**src/design/pvacc_pkg.sv**
```systemverilog
// Shared types, constants and field helpers for the POLYVAL accumulator.
`timescale 1ns / 1ps

package pvacc_pkg;

   // Field element and block geometry
   localparam int ELEM_W      = 128;
   localparam int HALF_W      = 64;
   localparam int BLOCK_BYTES = 16;
   localparam int COUNT_W     = 5;
   localparam int DIGIT_W     = 8;
   localparam int DIGIT_COUNT = ELEM_W / DIGIT_W;
   localparam int DIGIT_CNT_W = $clog2(DIGIT_COUNT);

   // Stream word widths
   localparam int REQ_DATA_W = 136;
   localparam int REQ_USER_W = 2;
   localparam int RSP_DATA_W = 128;

   // Register file geometry
   localparam int CSR_ADDR_W = 4;
   localparam int CSR_DATA_W = 64;

   // Command codes carried in tuser
   localparam logic [REQ_USER_W-1:0] CMD_ABSORB = 2'd0;
   localparam logic [REQ_USER_W-1:0] CMD_FINISH = 2'd1;
   localparam logic [REQ_USER_W-1:0] CMD_CLEAR  = 2'd2;

   // Register index codes (address bit 3)
   localparam logic REG_KEY_LOW  = 1'b0;
   localparam logic REG_KEY_HIGH = 1'b1;

   // Reflected reduction tail: (P >> 1) for P = x^128+x^127+x^126+x^121+1
   localparam logic [ELEM_W-1:0] RED_TAIL = {8'hE1, 120'd0};

   typedef logic [ELEM_W-1:0] elem_type;

   // Start request from the sequencer to the multiplier
   typedef struct packed {
      logic start;
   } mul_ctl_type;

   // Multiplier status back to the sequencer
   typedef struct packed {
      logic busy;
      logic done;
   } mul_sts_type;

   // Multiply by x^-1 modulo the field polynomial
   function automatic elem_type mul_xinv(input elem_type v);
      mul_xinv = (v >> 1) ^ (v[0] ? RED_TAIL : '0);
   endfunction

   // Keep the first n bytes of a little-endian block, zero the rest
   function automatic elem_type pad_block(input elem_type v,
                                          input logic [COUNT_W-1:0] n);
      elem_type mask;
      mask = '0;
      for (int k = 0; k < BLOCK_BYTES; k++) begin
         mask[k*8 +: 8] = (COUNT_W'(k) < n) ? 8'hFF : 8'h00;
      end
      pad_block = v & mask;
   endfunction

endpackage

```
**src/design/pvacc_csr.sv**
```systemverilog
// Key register file behind the APB-style configuration port.
`timescale 1ns / 1ps

module pvacc_csr (
   input  logic                               clock,
   input  logic                               reset,
   input  logic                               csr_psel,
   input  logic                               csr_penable,
   input  logic                               csr_pwrite,
   input  logic [pvacc_pkg::CSR_ADDR_W-1:0]   csr_paddr,
   input  logic [pvacc_pkg::CSR_DATA_W-1:0]   csr_pwdata,
   output logic [pvacc_pkg::CSR_DATA_W-1:0]   csr_prdata,
   output logic                               csr_pready,
   output pvacc_pkg::elem_type                key
);

   logic [pvacc_pkg::HALF_W-1:0] key_low_ff;
   logic [pvacc_pkg::HALF_W-1:0] key_high_ff;
   logic                         wr_en;
   logic                         reg_sel;

   assign csr_pready = 1'b1;
   assign reg_sel    = csr_paddr[3];
   assign wr_en      = csr_psel & csr_penable & csr_pwrite & csr_pready;

   // Write a key half on the access cycle
   always_ff @(posedge clock) begin
      if (reset) begin
         key_low_ff  <= '0;
         key_high_ff <= '0;
      end else if (wr_en) begin
         case (reg_sel)
            pvacc_pkg::REG_KEY_LOW:  key_low_ff  <= csr_pwdata;
            pvacc_pkg::REG_KEY_HIGH: key_high_ff <= csr_pwdata;
            default: ;
         endcase
      end
   end

   // Read back the selected half
   always_comb begin
      case (reg_sel)
         pvacc_pkg::REG_KEY_LOW:  csr_prdata = key_low_ff;
         pvacc_pkg::REG_KEY_HIGH: csr_prdata = key_high_ff;
         default:                 csr_prdata = '0;
      endcase
   end

   assign key = {key_high_ff, key_low_ff};

endmodule

```
**src/design/pvacc_gfmul.sv**
```systemverilog
// Digit-serial GF(2^128) multiplier: product = a * b * x^-128, 8 bits per cycle.
`timescale 1ns / 1ps

module pvacc_gfmul (
   input  logic                  clock,
   input  logic                  reset,
   input  pvacc_pkg::mul_ctl_type ctl,
   input  pvacc_pkg::elem_type   op_a,
   input  pvacc_pkg::elem_type   op_b,
   output pvacc_pkg::mul_sts_type sts,
   output pvacc_pkg::elem_type   product
);

   pvacc_pkg::elem_type                   a_ff;
   pvacc_pkg::elem_type                   a_in;
   pvacc_pkg::elem_type                   p_ff;
   pvacc_pkg::elem_type                   p_in;
   logic [pvacc_pkg::DIGIT_CNT_W-1:0]     cnt_ff;
   logic                                  busy_ff;
   logic                                  done_ff;
   logic                                  last_digit;

   assign last_digit = busy_ff && (cnt_ff == pvacc_pkg::DIGIT_CNT_W'(pvacc_pkg::DIGIT_COUNT - 1));

   // Fold one digit of a into the partial product, dividing by x each bit
   always_comb begin
      pvacc_pkg::elem_type acc;
      acc = p_ff;
      for (int j = 0; j < pvacc_pkg::DIGIT_W; j++) begin
         if (a_ff[j]) begin
            acc = acc ^ op_b;
         end
         acc = pvacc_pkg::mul_xinv(acc);
      end
      p_in = acc;
      a_in = a_ff >> pvacc_pkg::DIGIT_W;
   end

   // Sequence the digits; load on start, flag done after the last digit
   always_ff @(posedge clock) begin
      if (reset) begin
         busy_ff <= 1'b0;
         done_ff <= 1'b0;
         cnt_ff  <= '0;
      end else begin
         done_ff <= last_digit;
         if (ctl.start) begin
            busy_ff <= 1'b1;
            cnt_ff  <= '0;
         end else if (busy_ff) begin
            cnt_ff <= cnt_ff + pvacc_pkg::DIGIT_CNT_W'(1);
            if (last_digit) begin
               busy_ff <= 1'b0;
            end
         end
      end
   end

   // Operand and partial product registers
   always_ff @(posedge clock) begin
      if (ctl.start) begin
         a_ff <= op_a;
         p_ff <= '0;
      end else if (busy_ff) begin
         a_ff <= a_in;
         p_ff <= p_in;
      end
   end

   assign sts.busy = busy_ff;
   assign sts.done = done_ff;
   assign product  = p_ff;

   a_no_restart: assert property (@(posedge clock) disable iff (reset)
      ctl.start |-> !busy_ff && !done_ff)
      else $error("multiplier started while a product is in flight");

   a_done_after_last: assert property (@(posedge clock) disable iff (reset)
      last_digit |=> done_ff && !busy_ff)
      else $error("multiplier did not finish after its last digit");

   a_idle_count_zero: assert property (@(posedge clock) disable iff (reset)
      !busy_ff |-> cnt_ff == '0)
      else $error("digit counter not parked at zero while idle");

endmodule

```
**src/design/polyval_accumulator_unit.sv**
```systemverilog
// Top level: POLYVAL accumulator with command sequencer and tag output register.
//
//   channel  | direction | handshake               | word
//   req      | in        | req_tvalid/req_tready   | tdata: data_low, data_high, valid_bytes;
//            |           |                         | tuser: cmd
//   rsp      | out       | rsp_tvalid/rsp_tready   | tdata: tag_low, tag_high
//   csr      | in/out    | psel+penable, pready=1  | 64-bit key_low @0x0, key_high @0x8
//
// An absorb word with a nonzero count occupies the multiplier from acceptance until the
// next word can be taken: a load, 16 eight-bit digits, then a writeback.
// Finish, clear, empty absorb and unused commands leave the sequencer idle.
// A finish word is taken while the tag register is empty or being drained that cycle.
// Reset is synchronous and clears the accumulator, both key halves and the tag valid flag.
// A stalled tag holds in its register; absorb and clear words still go through meanwhile.
`timescale 1ns / 1ps

module polyval_accumulator_unit (
   input  logic                                clock,
   input  logic                                reset,
   // Input stream
   input  logic                                req_tvalid,
   output logic                                req_tready,
   // [63:0] data_low, [127:64] data_high, [132:128] valid_bytes, [135:133] zero
   input  logic [pvacc_pkg::REQ_DATA_W-1:0]    req_tdata,
   // [1:0] cmd
   input  logic [pvacc_pkg::REQ_USER_W-1:0]    req_tuser,
   // Result stream
   output logic                                rsp_tvalid,
   input  logic                                rsp_tready,
   // [63:0] tag_low, [127:64] tag_high
   output logic [pvacc_pkg::RSP_DATA_W-1:0]    rsp_tdata,
   // Configuration port
   input  logic                                csr_psel,
   input  logic                                csr_penable,
   input  logic                                csr_pwrite,
   input  logic [pvacc_pkg::CSR_ADDR_W-1:0]    csr_paddr,
   input  logic [pvacc_pkg::CSR_DATA_W-1:0]    csr_pwdata,
   output logic [pvacc_pkg::CSR_DATA_W-1:0]    csr_prdata,
   output logic                                csr_pready
);

   typedef enum logic {
      ST_IDLE,
      ST_MUL
   } state_type;

   state_type                             state_ff;
   pvacc_pkg::elem_type                   acc_ff;
   logic                                  rsp_valid_ff;
   logic [pvacc_pkg::RSP_DATA_W-1:0]      rsp_data_ff;

   pvacc_pkg::elem_type                   key;
   pvacc_pkg::elem_type                   blk;
   pvacc_pkg::elem_type                   blk_pad;
   pvacc_pkg::elem_type                   product;
   logic [pvacc_pkg::COUNT_W-1:0]         valid_bytes;
   logic [pvacc_pkg::REQ_USER_W-1:0]      cmd;
   logic                                  out_free;
   logic                                  accept;
   pvacc_pkg::mul_ctl_type                mul_ctl;
   pvacc_pkg::mul_sts_type                mul_sts;

   // Unpack the request word
   assign blk         = req_tdata[pvacc_pkg::ELEM_W-1:0];
   assign valid_bytes = req_tdata[pvacc_pkg::ELEM_W +: pvacc_pkg::COUNT_W];
   assign cmd         = req_tuser;
   assign blk_pad     = pvacc_pkg::pad_block(blk, valid_bytes);

   // Take a word when idle; a finish also needs room in the tag register
   assign out_free   = !rsp_valid_ff || rsp_tready;
   assign req_tready = (state_ff == ST_IDLE) && ((cmd != pvacc_pkg::CMD_FINISH) || out_free);
   assign accept     = req_tvalid && req_tready;

   assign mul_ctl.start = accept && (cmd == pvacc_pkg::CMD_ABSORB) && (valid_bytes != '0);

   pvacc_csr u_csr (
      .clock       (clock),
      .reset       (reset),
      .csr_psel    (csr_psel),
      .csr_penable (csr_penable),
      .csr_pwrite  (csr_pwrite),
      .csr_paddr   (csr_paddr),
      .csr_pwdata  (csr_pwdata),
      .csr_prdata  (csr_prdata),
      .csr_pready  (csr_pready),
      .key         (key)
   );

   pvacc_gfmul u_gfmul (
      .clock   (clock),
      .reset   (reset),
      .ctl     (mul_ctl),
      .op_a    (acc_ff ^ blk_pad),
      .op_b    (key),
      .sts     (mul_sts),
      .product (product)
   );

   // Sequencer: dispatch commands, write back the product, drive the tag register
   always_ff @(posedge clock) begin
      if (reset) begin
         state_ff     <= ST_IDLE;
         acc_ff       <= '0;
         rsp_valid_ff <= 1'b0;
      end else begin
         // Drop the tag once taken, unless a new finish refills it this cycle
         if (rsp_valid_ff && rsp_tready && !(accept && (cmd == pvacc_pkg::CMD_FINISH))) begin
            rsp_valid_ff <= 1'b0;
         end
         case (state_ff)
            ST_IDLE: begin
               if (accept) begin
                  case (cmd)
                     pvacc_pkg::CMD_ABSORB: begin
                        if (mul_ctl.start) begin
                           state_ff <= ST_MUL;
                        end
                     end
                     pvacc_pkg::CMD_FINISH: begin
                        rsp_valid_ff <= 1'b1;
                        rsp_data_ff  <= blk_pad ^ acc_ff;
                     end
                     pvacc_pkg::CMD_CLEAR: begin
                        acc_ff <= '0;
                     end
                     default: ;
                  endcase
               end
            end
            ST_MUL: begin
               if (mul_sts.done) begin
                  acc_ff   <= product;
                  state_ff <= ST_IDLE;
               end
            end
            default: state_ff <= ST_IDLE;
         endcase
      end
   end

   assign rsp_tvalid = rsp_valid_ff;
   assign rsp_tdata  = rsp_data_ff;

   a_done_in_mul: assert property (@(posedge clock) disable iff (reset)
      mul_sts.done |-> state_ff == ST_MUL)
      else $error("product arrived outside a multiply");

   a_mul_blocks_input: assert property (@(posedge clock) disable iff (reset)
      (state_ff == ST_MUL) |-> !req_tready && (mul_sts.busy || mul_sts.done))
      else $error("sequencer waits on an idle multiplier or takes input mid-multiply");

   a_tag_held: assert property (@(posedge clock) disable iff (reset)
      rsp_tvalid && !rsp_tready |=> rsp_tvalid && $stable(rsp_tdata))
      else $error("stalled tag word changed or dropped");

endmodule

```
**config.mk**
```make
export PLATFORM = sky130hd
export DESIGN_NAME = polyval_accumulator_unit
export DESIGN_NICKNAME = d
export VERILOG_FILES = /design/src/design/pvacc_pkg.sv /design/src/design/pvacc_csr.sv /design/src/design/pvacc_gfmul.sv /design/src/design/polyval_accumulator_unit.sv
export SDC_FILE = /design/constraint.sdc
export NUM_CORES = 2
export LEC_CHECK = 0
export BUFFER_PORTS_ARGS = -buffer_cell sky130_fd_sc_hd__buf_2
export CAP_MARGIN = 20
export CORE_MARGIN = 3
export CORE_UTILIZATION = 50
export CTS_CLUSTER_DIAMETER = 60
export DETAILED_ROUTE_END_ITERATION = 8
export PLACE_DENSITY_LB_ADDON = 0.12
export SYNTH_ARGS = -nofsm -noshare
export SYNTH_HDL_FRONTEND = slang
export SYNTH_SLANG_ARGS = --single-unit
```
**constraint.sdc**
```tcl
create_clock -name clock -period 7.7 [get_ports clock]
set_input_delay 1.54 -clock clock [delete_from_list [all_inputs] [get_ports clock]]
set_output_delay 1.54 -clock clock [all_outputs]
set_load 0.1 [all_outputs]
```
==> flow_metrics.tcl <==
set metrics [dict create \
    status "complete, no violations" \
    drive_gt1_share_pct 13.1 \
    crit_type "in2out" \
    grt_max_degree 131 \
    grt_pass1_vias 29600 \
    tns_ns 0 \
    cp_max_fo 51 \
    synth.top_cell.area_share_pct 20.0 \
    cts_buffers 81 \
    multi_input_area_um2 22000 \
    die_h_um 286 \
    syn2layout_area_growth_pct 11.8 \
    start_util_pct 50.6 \
    viasPerCell 5.33 \
    synth_xor_xnor_area_share_pct 26.4 \
    power.density_nw_per_um2 227 \
    ir_drop_mv 0.156 \
    timing.rr.start "u_gfmul.a_ff[4]$_DFFE_PP_" \
    min_path_type "reg2reg" \
    synth-compound-area-share_pct 4.60 \
    dieArea_um2 82000 \
    cts_sinks 648 \
    rsz0062_at_grt "no" \
    hpwl_um 84400 \
    path_clk_slew_ns 0.07 \
    postCtsSetupBuffers 0 \
    layout.nets 5090 \
    avgRoutedWirePerCell_um 20.7 \
    portBuffers 400 \
    cts.hold.buffers_added 0 \
    worstSkewPairLatency_ns 0.63 \
    fin_skew_ns 0.0199 \
    path_cells "buf_4 -> buf_4 -> mux2_2 -> buf_2" \
    ant_nets 0 \
    cp_num_buf_inv 3 \
    drv_cap 0 \
    tightest_slew_ns 1.13 \
    power.total_mw 9.97 \
    synth_area_per_cell_um2 8.25 \
    overflow 0 \
    root_buffer "clkbuf_16" \
    cts_buffer_depth 3 \
    setup_viol 0 \
    fp.dieW_um 286 \
    synth_ff_type "dfxtp_1" \
    htreeDepth 3 \
    synth_cell_types 41 \
    grt_antenna_before_repair 8 \
    synth-simple-area-share_pct 20.0 \
    seq_area_frac_synth_pct 39.5 \
    totalWireLength_um 124000 \
    synth-adder-area-share_pct 0.0319 \
    synth-warning-count 0 \
    postSynth.asyncResetShare_pct 0 \
    cts_tree "done" \
    worstPathArrival_ns 3.36 \
    synth_enable_flop_cells 256 \
    period_needed_ns 4.90 \
    crit_path_frequent_cell "buf_4" \
    worst_hold_startpoint "u_gfmul.a_ff[104]$_DFFE_PP_" \
    drc 0 \
    ys_ff_latch 648 \
    clock.fmax_mhz 204 \
    setup.worst_path.start_class "input port" \
    leakage_nw 15.4 \
    grt_pass1_wl_um 186000 \
    synth_cells 4760 \
    fin_crit_sh_pct 63.7 \
    endpoint_kind "output port" \
    drt-pass1-iter-count 6 \
    synth_top_area_cell "xnor2_1" \
    via_count 31900 \
    finalHoldViolCount 0 \
    final_max_slew_viol_count 0 \
    core_region_area_um2 77600 \
    syn_area_um2 39300 \
    grt_usage_pct 29.3 \
    num_io_pins 408 \
    slew_headroom_pct 24.5 \
    crit_path_start "csr_paddr[3]" \
    gp_congestion 0.877 \
    muxShareOfSynthArea_pct 4.87 \
    core.rowCount 102 \
    crit_slowest_cell "buf_4" \
    first_iter_violations 3109 \
    regArea_um2 15500 \
    post_cts_resized 0 \
    synth_nets 4974 \
    yosys-top-cells-area "xnor2_1, dfxtp_1, edfxtp_1, nand2_1, xor2_1" \
    synth_top_family_by_area "XOR/XNOR gates" \
    crit_required_ns 6.16 \
    fillCellCount 7166 \
    crit_family "buffers and inverters" \
    slowest_delay_ns 0.73 \
]
cells in the mapped netlist, types with 4 or more instances:
cell type / number
nand2b_1: 6
clkbuf_1: 253
xor2_1: 264
buf_2: 76
mux2_2: 64
nand2_1: 1769
buf_1: 46
xnor2_1: 898
and3_1: 8
xnor3_1: 6
buf_6: 23
buf_4: 5
a22oi_1: 129
edfxtp_1: 256
dfxtp_1: 392
a21oi_1: 134
a211oi_1: 8
mux2i_1: 119
o21ai_0: 5
a21o_1: 5
nor2_1: 257
nor3_1: 4
worst paths after layout:
check                                       to  slack, ns  cells after the start
max reg2reg  u_gfmul.product[125]$_SDFFE_PP0P_       4.18                      9
min                 u_gfmul.a_ff[96]$_DFFE_PP_       0.51                      2
min reg2reg         u_gfmul.a_ff[96]$_DFFE_PP_       0.51                      2
max                              csr_prdata[0]       2.80                      4
stage by stage:
stage | instances | cell area [um^2] | utilization, % | hold slack (ns) | setup WS (ns)
after global placement | 5832 | 41200 | 53.1 | 0.494 | 2.41
after global routing | 5984 | 43900 | 56.6 | 0.531 | 2.78
after CTS | 5984 | 43900 | 56.6 | 0.508 | 2.85
final | 5986 | 43900 | 56.6 | 0.508 | 2.80
after floorplan | 4760 | 39300 | - | 0.468 | 0.762
after detailed placement | 5833 | 41200 | 53.1 | 0.500 | 2.44
worst reg2reg max path, delay by kind of cell (launching register included):
kind	cells	cell delay (ns)
AO/OA/AOI/OAI	1	0.11
buffers and inverters	2	1.52
AND/OR/NAND/NOR	1	0.17
XOR/XNOR	5	1.23
flip-flops	1	0.33
where the power goes:
group          internal, mW  switching [mW]
logic                 0.774            1.08
clock network          2.27            1.57
registers              3.85           0.426
flip-flops by register name, summed over array words and instances, names as in the netlist:
register and cells:
state_ff 1, u_gfmul.product 128, u_csr.key_low_ff 64, acc_ff 128, u_csr.key_high_ff 64, rsp_tdata 128
rsp_tvalid 1, u_gfmul.busy_ff 1, u_gfmul.cnt_ff 4, u_gfmul.done_ff 1, u_gfmul.a_ff 128
per-layer routing:
| layer | wire [um] | vias to the layer above | global-route usage [%] |
|---|---|---|---|
| met4 | 3580 | 4 | 8.79 |
| met1 | 53000 | 15300 | 40.9 |
| met3 | 9990 | 202 | 4.85 |
| li1 | - | 15200 | - |
| met2 | 57100 | 1224 | 46.9 |
| met5 | 23 | - | 0 |
cell type report:
cell class / instances / area share (%)
Clock inverter: 39 / 0.820
Tap cell: 1040 / 2.96
Sequential cell: 648 / 35.4
Multi-Input combinational cell: 3706 / 50.1
Antenna cell: 2 / 0.0114
Timing Repair Buffer: 436 / 5.39
Clock buffer: 112 / 5.36
Inverter: 3 / 0.0256
cell usage in the layout, fill, tap and decap left out, types with 31 or more instances in the layout:
cell,instances
a21oi_1,133
a22oi_1,129
buf_2,398
buf_4,31
clkbuf_16,85
dfxtp_1,391
edfxtp_1,256
mux2_2,64
mux2i_1,119
nand2_1,1769
nor2_1,255
xnor2_1,898
xor2_1,264
kinds of logic (layout without fill, tap and decap cells):
family | count (synthesis) | count (layout)
simple gates | 2063 | 2063
xor+xnor | 1171 | 1171
flops | 648 | 648
buf+inv | 406 | 590
compound gates | 287 | 287
mux | 183 | 183
fa+ha+maj | 1 | 1
other cells | 1 | 3
(Power assumes the default switching activity.)
